--- src/design/hbf_pkg.sv ---
`default_nettype none
// ----------------------------------------------------------------------------
// hbf_pkg
// Types, codes and helpers shared by the HTTP body framer and its checker.
// ----------------------------------------------------------------------------
package hbf_pkg;

  localparam logic [7:0] CH_CR   = 8'h0D;
  localparam logic [7:0] CH_LF   = 8'h0A;
  localparam logic       OP_BYTE  = 1'b0;
  localparam logic       OP_START = 1'b1;

  typedef enum logic [3:0] {
    PH_IDLE     = 4'd0,
    PH_FIXED    = 4'd1,
    PH_SIZE     = 4'd2,
    PH_SIZE_LF  = 4'd3,
    PH_DATA     = 4'd4,
    PH_CHUNK_CR = 4'd5,
    PH_CHUNK_LF = 4'd6,
    PH_ZERO_CR  = 4'd7,
    PH_ZERO_LF  = 4'd8
  } hbf_phase_t;

  typedef enum logic [2:0] {
    ST_OK       = 3'd0,
    ST_FINAL    = 3'd1,
    ST_CHUNK    = 3'd2,
    ST_OVERFLOW = 3'd3,
    ST_IDLE     = 3'd4
  } hbf_status_t;

  typedef struct packed {
    logic        opcode;
    logic [7:0]  data_byte;
    logic        chunked_mode;
    logic [31:0] body_length;
  } hbf_in_t;

  typedef struct packed {
    logic [7:0]  payload_byte;
    logic        payload_valid;
    logic        body_end;
    hbf_status_t status;
  } hbf_out_t;

  // {is_hex, value}
  function automatic logic [4:0] hbf_hex(input logic [7:0] c);
    logic [4:0] res;
    case (c) inside
      [8'h30:8'h39]: res = {1'b1, 4'(c - 8'h30)};
      [8'h61:8'h66]: res = {1'b1, 4'(c - 8'h57)};
      [8'h41:8'h46]: res = {1'b1, 4'(c - 8'h37)};
      default:       res = 5'd0;
    endcase
    return res;
  endfunction

endpackage
`default_nettype wire

--- src/design/http_body_framer.sv ---
`default_nettype none
// ----------------------------------------------------------------------------
// http_body_framer
// Frames one HTTP/1.x message body, fixed length or chunked, from a byte stream.
// ----------------------------------------------------------------------------
// Every request yields exactly one result. A request is decoded in the cycle
// it is taken and its result is registered, so the block takes one request
// per clock as long as results are drained; a one-entry skid stage behind the
// result register keeps input open for one more request when the result side
// stalls. Chunk sizes are limited to SIZE_BITS bits; a larger size reports an
// overflow and the block goes idle, as it does on any framing error.
module http_body_framer
  import hbf_pkg::*;
#(
  parameter int SIZE_BITS = 32
) (
  input  wire logic     clk,
  input  wire logic     rst_n,
  input  wire logic     in_valid,
  output logic          in_ready,
  input  wire hbf_in_t  in_data,
  output logic          out_valid,
  input  wire logic     out_ready,
  output hbf_out_t      out_data
);

  localparam int CNT_BITS = (SIZE_BITS > 32) ? SIZE_BITS : 32;

  hbf_phase_t            phase_r, phase_nxt;
  logic [CNT_BITS-1:0]   bytes_left_r, bytes_left_nxt;
  logic [SIZE_BITS-1:0]  size_accum_r, size_accum_nxt;
  logic                  digits_open_r, digits_open_nxt;

  logic                  out_valid_r, skid_valid_r;
  hbf_out_t              out_data_r, skid_data_r;
  hbf_out_t              res;

  logic                  in_fire, out_fire;
  logic [CNT_BITS-1:0]   left_dec;
  logic [4:0]            hex;

  assign in_ready  = !skid_valid_r;
  assign out_valid = out_valid_r;
  assign out_data  = out_data_r;
  assign in_fire   = in_valid && in_ready;
  assign out_fire  = out_valid_r && out_ready;
  assign left_dec  = bytes_left_r - CNT_BITS'(1);
  assign hex       = hbf_hex(in_data.data_byte);

  always_comb begin
    phase_nxt       = phase_r;
    bytes_left_nxt  = bytes_left_r;
    size_accum_nxt  = size_accum_r;
    digits_open_nxt = digits_open_r;
    res             = '0;
    res.status      = ST_OK;

    if (in_data.opcode == OP_START) begin
      phase_nxt       = PH_IDLE;
      bytes_left_nxt  = '0;
      size_accum_nxt  = '0;
      digits_open_nxt = 1'b0;
      if (in_data.chunked_mode) begin
        phase_nxt       = PH_SIZE;
        digits_open_nxt = 1'b1;
      end else if (in_data.body_length == 32'd0) begin
        res.body_end = 1'b1;
      end else begin
        phase_nxt      = PH_FIXED;
        bytes_left_nxt = CNT_BITS'(in_data.body_length);
      end
    end else begin
      case (phase_r)
        PH_FIXED: begin
          res.payload_byte  = in_data.data_byte;
          res.payload_valid = 1'b1;
          bytes_left_nxt    = left_dec;
          if (left_dec == '0) begin
            res.body_end    = 1'b1;
            phase_nxt       = PH_IDLE;
            size_accum_nxt  = '0;
            digits_open_nxt = 1'b0;
          end
        end
        PH_SIZE, PH_SIZE_LF: begin
          if (phase_r == PH_SIZE_LF && in_data.data_byte == CH_LF) begin
            if (size_accum_r == '0) begin
              phase_nxt = PH_ZERO_CR;
            end else begin
              bytes_left_nxt = CNT_BITS'(size_accum_r);
              phase_nxt      = PH_DATA;
            end
            digits_open_nxt = 1'b0;
          end else if (in_data.data_byte == CH_CR) begin
            digits_open_nxt = 1'b0;
            phase_nxt       = PH_SIZE_LF;
          end else begin
            phase_nxt = PH_SIZE;
            if (digits_open_r && hex[4]) begin
              if (size_accum_r[SIZE_BITS-1 -: 4] != 4'd0) begin
                res.status      = ST_OVERFLOW;
                phase_nxt       = PH_IDLE;
                bytes_left_nxt  = '0;
                size_accum_nxt  = '0;
                digits_open_nxt = 1'b0;
              end else begin
                size_accum_nxt = {size_accum_r[SIZE_BITS-5:0], hex[3:0]};
              end
            end else begin
              digits_open_nxt = 1'b0;
            end
          end
        end
        PH_DATA: begin
          res.payload_byte  = in_data.data_byte;
          res.payload_valid = 1'b1;
          bytes_left_nxt    = left_dec;
          if (left_dec == '0) begin
            phase_nxt = PH_CHUNK_CR;
          end
        end
        PH_CHUNK_CR, PH_CHUNK_LF, PH_ZERO_CR: begin
          if (phase_r == PH_CHUNK_CR && in_data.data_byte == CH_CR) begin
            phase_nxt = PH_CHUNK_LF;
          end else if (phase_r == PH_ZERO_CR && in_data.data_byte == CH_CR) begin
            phase_nxt = PH_ZERO_LF;
          end else if (phase_r == PH_CHUNK_LF && in_data.data_byte == CH_LF) begin
            phase_nxt       = PH_SIZE;
            size_accum_nxt  = '0;
            digits_open_nxt = 1'b1;
          end else begin
            res.status      = (phase_r == PH_ZERO_CR) ? ST_FINAL : ST_CHUNK;
            phase_nxt       = PH_IDLE;
            bytes_left_nxt  = '0;
            size_accum_nxt  = '0;
            digits_open_nxt = 1'b0;
          end
        end
        PH_ZERO_LF: begin
          if (in_data.data_byte == CH_LF) begin
            res.body_end = 1'b1;
          end else begin
            res.status = ST_FINAL;
          end
          phase_nxt       = PH_IDLE;
          bytes_left_nxt  = '0;
          size_accum_nxt  = '0;
          digits_open_nxt = 1'b0;
        end
        default: begin
          // byte with no open body
          res.status      = ST_IDLE;
          phase_nxt       = PH_IDLE;
          bytes_left_nxt  = '0;
          size_accum_nxt  = '0;
          digits_open_nxt = 1'b0;
        end
      endcase
    end
  end

  always_ff @(posedge clk) begin
    if (!rst_n) begin
      phase_r       <= PH_IDLE;
      bytes_left_r  <= '0;
      size_accum_r  <= '0;
      digits_open_r <= 1'b0;
    end else if (in_fire) begin
      phase_r       <= phase_nxt;
      bytes_left_r  <= bytes_left_nxt;
      size_accum_r  <= size_accum_nxt;
      digits_open_r <= digits_open_nxt;
    end
  end

  // result register with a one-entry skid behind it
  always_ff @(posedge clk) begin
    if (!rst_n) begin
      out_valid_r  <= 1'b0;
      skid_valid_r <= 1'b0;
    end else if (out_fire) begin
      if (skid_valid_r) begin
        out_data_r   <= skid_data_r;
        skid_valid_r <= 1'b0;
      end else if (in_fire) begin
        out_data_r <= res;
      end else begin
        out_valid_r <= 1'b0;
      end
    end else if (in_fire) begin
      if (!out_valid_r) begin
        out_data_r  <= res;
        out_valid_r <= 1'b1;
      end else begin
        skid_data_r  <= res;
        skid_valid_r <= 1'b1;
      end
    end
  end

endmodule
`default_nettype wire

--- config.mk ---
export PLATFORM = sky130hd
export DESIGN_NAME = http_body_framer
export DESIGN_NICKNAME = d
export VERILOG_FILES = /design/src/design/hbf_pkg.sv /design/src/design/http_body_framer.sv
export SDC_FILE = /design/constraint.sdc
export NUM_CORES = 1
export LEC_CHECK = 0
export BUFFER_PORTS_ARGS = -buffer_cell sky130_fd_sc_hd__buf_2
export CAP_MARGIN = 10
export CORE_MARGIN = 2
export CORE_UTILIZATION = 40
export CTS_BUF_LIST = sky130_fd_sc_hd__clkbuf_4 sky130_fd_sc_hd__clkbuf_8 sky130_fd_sc_hd__clkbuf_16
export CTS_CLUSTER_DIAMETER = 50
export CTS_CLUSTER_SIZE = 8
export DETAILED_ROUTE_END_ITERATION = 12
export GPL_TIMING_DRIVEN = 0
export SETUP_SLACK_MARGIN = 0.02
export SLEW_MARGIN = 40
export SYNTH_ARGS = -nofsm -noshare
export SYNTH_HDL_FRONTEND = slang
export SYNTH_SLANG_ARGS = --single-unit
export TNS_END_PERCENT = 50
--- constraint.sdc ---
create_clock -name clk -period 6.7 [get_ports clk]
set_clock_uncertainty 0.05 [all_clocks]
set_input_delay 0.67 -clock clk [delete_from_list [all_inputs] [get_ports clk]]
set_output_delay 0.67 -clock clk [all_outputs]
set_load 0.01 [all_outputs]
---- Word level (Yosys, flattened, before mapping) ----
Index checks and enable logic that the tools add are counted.
word-level totals
  output and inout port bits .............. 15
  bits in registers ....................... 97
  input port bits ......................... 46
  word-level logic and storage cells ...... 159
cells by class
  reduce and logical (&&, ||, !) cells .... 29
  $lt $le $gt $ge ......................... 6
  multiplexer cells ....................... 77
  $add $sub $neg .......................... 4
  bitwise gates (word level) .............. 2
  equality and inequality tests ........... 27
operators by type and width
  operator                                                         count
  2-to-1 mux 32 bit                                                19
  case mux 32 bit (4 select lines)                                 1
  logical NOT 32 bit                                               3
  case mux 32 bit (3 select lines)                                 1
  2-to-1 mux 13 bit                                                5
  subtractor 32 x 1 -> 32 bit (second input constant)              1
  2-to-1 mux 2 bit                                                 14
  2-to-1 mux 4 bit                                                 6
  inequality test 3 bit (second input constant)                    8
  2-to-1 mux 1 bit                                                 21
  2-to-1 mux 9 bit                                                 2
  == test 4 x 3 -> 1 bit (second input constant)                   4
  == test 8 x 4 -> 1 bit (second input constant)                   2
  >= comparator 8 x 7 -> 1 bit (second input constant)             2
  less-or-equal comparator 8 x 7 -> 1 bit (second input constant)  2
  inequality test 4 bit (second input constant)                    4
  case mux 4 bit (4 select lines)                                  1
  AND reduction 8 bit                                              2
  2-to-1 mux 5 bit                                                 3
  case mux 3 bit (4 select lines)                                  1
  logical AND 1 bit                                                10
  == test 4 x 2 -> 1 bit (second input constant)                   2
  >= comparator 8 x 6 -> 1 bit (second input constant)             1
  less-or-equal comparator 8 x 6 -> 1 bit (second input constant)  1
  other kinds (20)                                                 29

---- Longest topological paths before layout ----
  word-level depth ........................ 14
  depth in mapped cells ................... 13
  depth with buffers taken out ............ 10

---- Least setup slack after synthesis ----
No wires, ideal clock.
  path kind ............................... input to register
  start ................................... input port in_data[34] (netlist name)
  end ..................................... register bytes_left_r[15]
  data arrival time ....................... 2,812 ps
  slack ................................... 3,710 ps
  buffers on the path ..................... 1
  stages on the path ...................... 11
  required time ........................... 6,522 ps
  setup time .............................. 128 ps
  cells stage by stage .................... inv_1 > ha_1 > o21bai_1 > a2111oi_0 > o211ai_1 > o21a_1 > a211oi_2 > buf_2 > nand2_1 > a22oi_1 > nor2_1
between the ends
  cells in the longest elaborated chain, start to end .. 8
  elaborated cells between the ends (all ways) .. 30
  those cells by class .................... order compare: 6; eq/ne: 9; mux: 6; reduce/logical: 9
RTL lines
  element                                                                                                        RTL line                 RTL
  start, declared                                                                                                http_body_framer.sv:21   input wire hbf_in_t in_data,
  >= comparator 8 x 7 -> 1 bit (implied by the code) or less-or-equal comparator 8 x 7 -> 1 bit (tied branches)  http_body_framer.sv:48   assign hex = hbf_hex(in_data.data_byte);
  logical AND 1 bit (implied by the code)                                                                        http_body_framer.sv:48
  2-to-1 mux 5 bit (3 in series)                                                                                 hbf_pkg.sv:50            case (c) inside
  logical AND 1 bit                                                                                              http_body_framer.sv:99   if (digits_open_r && hex[4]) begin
  inequality test 4 bit (no source line)                                                                         --
  AND reduction 8 bit (no source line)                                                                           --
  end signal, assigned                                                                                           http_body_framer.sv:170  bytes_left_r <= bytes_left_nxt;
  end, declared                                                                                                  http_body_framer.sv:30   logic [CNT_BITS-1:0] bytes_left_r, bytes_left_nxt;
Several ways; a longest one is shown, not always the timed one.
A chain may end at the register's enable or synchronous reset.

---- Worst setup path after layout ----
  start ................................... input port in_data[34] (netlist name)
  end ..................................... register bytes_left_r[19]
Same word-level chain as after synthesis.

==> metrics.csv <==
metric,value,unit
status,"finished, final reports clean",
Comb pwr share,20.0,%
Slew headroom,52.7,%
Fillers,1400,
WL/cell,20.3,um
Final Instance Area,6920,sq um
"most used cell, CP",buf_2,
initial core utilization,41.4,%
max-slew violation count,0,
"Cell Chain, Critical Path",buf_2 -> inv_1 -> ha_1 -> o21bai_1 -> a2111oi_1 -> o211ai_1 -> o21a_1 -> a211oi_2 -> buf_2 -> o21ai_0 -> a21oi_1 -> nor2_1,
critical path class,in -> reg,
post-DP HPWL,15000,um
reg2reg path depth,13,
Synth Cell Area,6060,sq um
worst-skew pair later-pin latency,0.37,ns
setup TNS,0,ns
Total Routing Usage GR,24.9,%
footprint of the multi-input gates,3490,sq um
Longest Clk Path Bufs,2,
largest area contributor in the netlist,dfxtp_1,
core area,14600,sq um
gpl congestion,0.947,
Max Fclk,275,MHz
pwr dens,222,nW/um^2
syn nets,768,
largest net degree at the start of global routing,19,
# clock sinks,97,
n_diodes,0,
H-tree level count,3,
row count,44,
worst hold slack,0.431,ns
Vias,5916,
clock share of power,39.0,%
post-synth cell types,81,
placed cells,957,
Area after DPL,6590,sq um
num ports,61,
Synth Instances,714,
clock-pin transition on the worst setup and hold timing paths,0.08,ns
die height,127,um
Die X,127,um
"non-filler cells, final",973,
DR iter-0 viols,732,
hold depth,2,
CP Capture Type,flip-flop,
"Max stage delay cell, worst path",a2111oi_1,
final-report hold violation count,0,
Synth Flop Type,dfxtp_1,
drt drc,0,
1st-pass router iterations,6,
synthesis-stage register bit count,97,
vias in the first global route,5686,
WL final,19800,um
R2R Setup Slk,3.17,ns
Post-layout nets,838,
Hold Buf Count CTS,0,
top-area cell type share of the netlist area,23.5,%
NetSw,0.469,mW
ranking of synthesized cells by area,"dfxtp_1, edfxtp_1, nand2_1",
initial antenna violation count,0,
Overflow after GRT,0,
Post-CTS Setup Bufs,0,
fraction of layout cells with a size suffix above 1,16.5,%
total chip power,1.54,mW
sw frac,30.5,%
CP Data Required Time,6.87,ns
sequential standard cell area,2200,sq um
crit start category,input pin,
clk root buf,clkbuf_16,
CTS tree,built,
Pint,1.07,mW
endpoints failing setup,0,
RSZ-0062 raised after global routing,no,
crit path DAT,3.81,ns
Synth-to-Final Area Change,14.3,%
DR vias/cell,6.08,
"EDFF count, synth",26,
cts repair resizes,0,
Syn. warnings,0,
remaining antenna violation count,0,
asr flop ratio synth,0,%
peak supply drop,0.143,mV
Hold Path Origin,size_accum_r[30],
first-pass GRT wire length,31400,um
syn_area_per_cell,8.48,sq um
worst slew pin tran,0.703,ns
port bufs,57,
Crit path largest cell delay,0.64,ns
HP Class,reg -> reg,
sequential area share after synthesis,36.4,%
Num CTS Buffers,9,
power share of the sequential group,41.0,%
Die ar.,16100,sq um
final worst path period share,54.3,%
post-layout min period,3.64,ns
crit-path max FO,10,
RR Endpoint,size_accum_r[22],
Reg2Reg Launch Point,bytes_left_r[0],
Hold EP,size_accum_r[30],
Leak,2.62,nW
MaxCap Viol Count,0,
==> layout make-up <==
| type | count | share of cell area, % |
|---|---|---|
| inverter | 10 | 0.542 |
| sequential | 97 | 31.8 |
| buffer | 52 | 4.81 |
| multi-input combinational | 555 | 50.4 |
| timing repair buffer | 59 | 4.26 |
| clock inverter | 7 | 1.57 |
| clock buffer | 9 | 3.25 |
| tap | 184 | 3.32 |
==> power by group through the flow <==
stage	clock [mW]	sequential, mW	combinational [mW]
final	0.599	0.631	0.308
after global routing	0.625	0.633	0.333
after CTS	0.604	0.630	0.301
after detailed placement	0	0.644	0.300
after global placement	0	0.643	0.296
after floorplan	0	0.643	0.210
==> critical path: cells and delay by family <==
| kind | cells | cell delay (ns) |
|---|---|---|
| adders and majority gates | 1 | 0.23 |
| and+or+nand+nor | 1 | 0.09 |
| AOI/OAI and AO/OA | 7 | 2.14 |
| buffers and inverters | 3 | 0.68 |
==> how the worst max path moves through the flow <==
stage | startpoint | to | cells past startpoint
final | in_data[34] | bytes_left_r[19] | 12
after global routing | in_data[34] | bytes_left_r[19] | 12
after CTS | in_data[34] | bytes_left_r[19] | 12
after detailed placement | in_data[34] | bytes_left_r[19] | 12
after global placement | in_data[34] | bytes_left_r[19] | 12
after floorplan | in_data[34] | bytes_left_r[15] | 11
==> logic make-up after synthesis <==
group,synth area share [%]
AO/OA/AOI/OAI,18.1
multiplexers,7.97
buffers and inverters,6.11
AND/OR/NAND/NOR,27.6
adder cells (fa/ha/maj),1.65
XOR/XNOR,2.17
flip-flops,36.4
==> registers in the layout (all words and copies together) (netlist names) <==
signal         count
phase_r            4
skid_valid_r       1
bytes_left_r      32
digits_open_r      1
out_valid          1
size_accum_r      32
skid_data_r       13
out_data          13
==> routing by layer <==
layer  share of wire, %  wire length, um  GRT usage, %
met5                  0                0             0
met4                2.6              510          9.44
met3                8.9             1750          4.52
met2                 43             8490          36.6
met1                 46             9000          36.2
==> through the flow <==
| step | setup WS (ns) | util, % |
|---|---|---|
| 2_1_floorplan | 3.71 | - |
| 3_3_place_gp | 2.58 | 44.9 |
| 3_5_place_dp | 2.64 | 45.0 |
| 4_1_cts | 2.99 | 47.3 |
| 5_1_grt | 2.80 | 47.3 |
| 6_report | 3.06 | 47.3 |
==> cell usage in the layout (no fill, tap or decap), types with 8 or more instances in the layout <==
| master | synthesis | routed |
|---|---|---|
| clkbuf_1 | 28 | 28 |
| nor3_1 | 24 | 24 |
| dfxtp_1 | 71 | 71 |
| nor4_1 | 30 | 29 |
| a211oi_1 | 10 | 10 |
| nor2b_1 | 8 | 8 |
| edfxtp_1 | 26 | 26 |
| or3_1 | 10 | 10 |
| a22oi_1 | 16 | 16 |
| ha_1 | 8 | 8 |
| a21oi_1 | 30 | 30 |
| a221oi_1 | 13 | 13 |
| clkbuf_16 | 0 | 9 |
| nand2_1 | 115 | 115 |
| mux2_2 | 10 | 10 |
| nor2_1 | 65 | 65 |
| mux2i_1 | 37 | 37 |
| nand4_1 | 9 | 9 |
| o21ai_0 | 36 | 36 |
| buf_2 | 6 | 65 |
| inv_1 | 9 | 9 |
| xnor2_1 | 11 | 11 |
==> Yosys cell counts, drive strengths merged, types with 8 or more instances <==
cell	instances
clkbuf	30
a22oi	16
xnor2	11
dfxtp	71
mux2i	37
a211oi	11
a221oi	13
or3	12
a21oi	30
edfxtp	26
nor2	65
nor2b	8
nor4	32
ha	8
buf	17
nand4	9
o21ai	38
and2	8
mux2	10
or2	10
inv	9
nand2	115
nor3	27
Note: power is estimated with default switching activity, not from simulation.
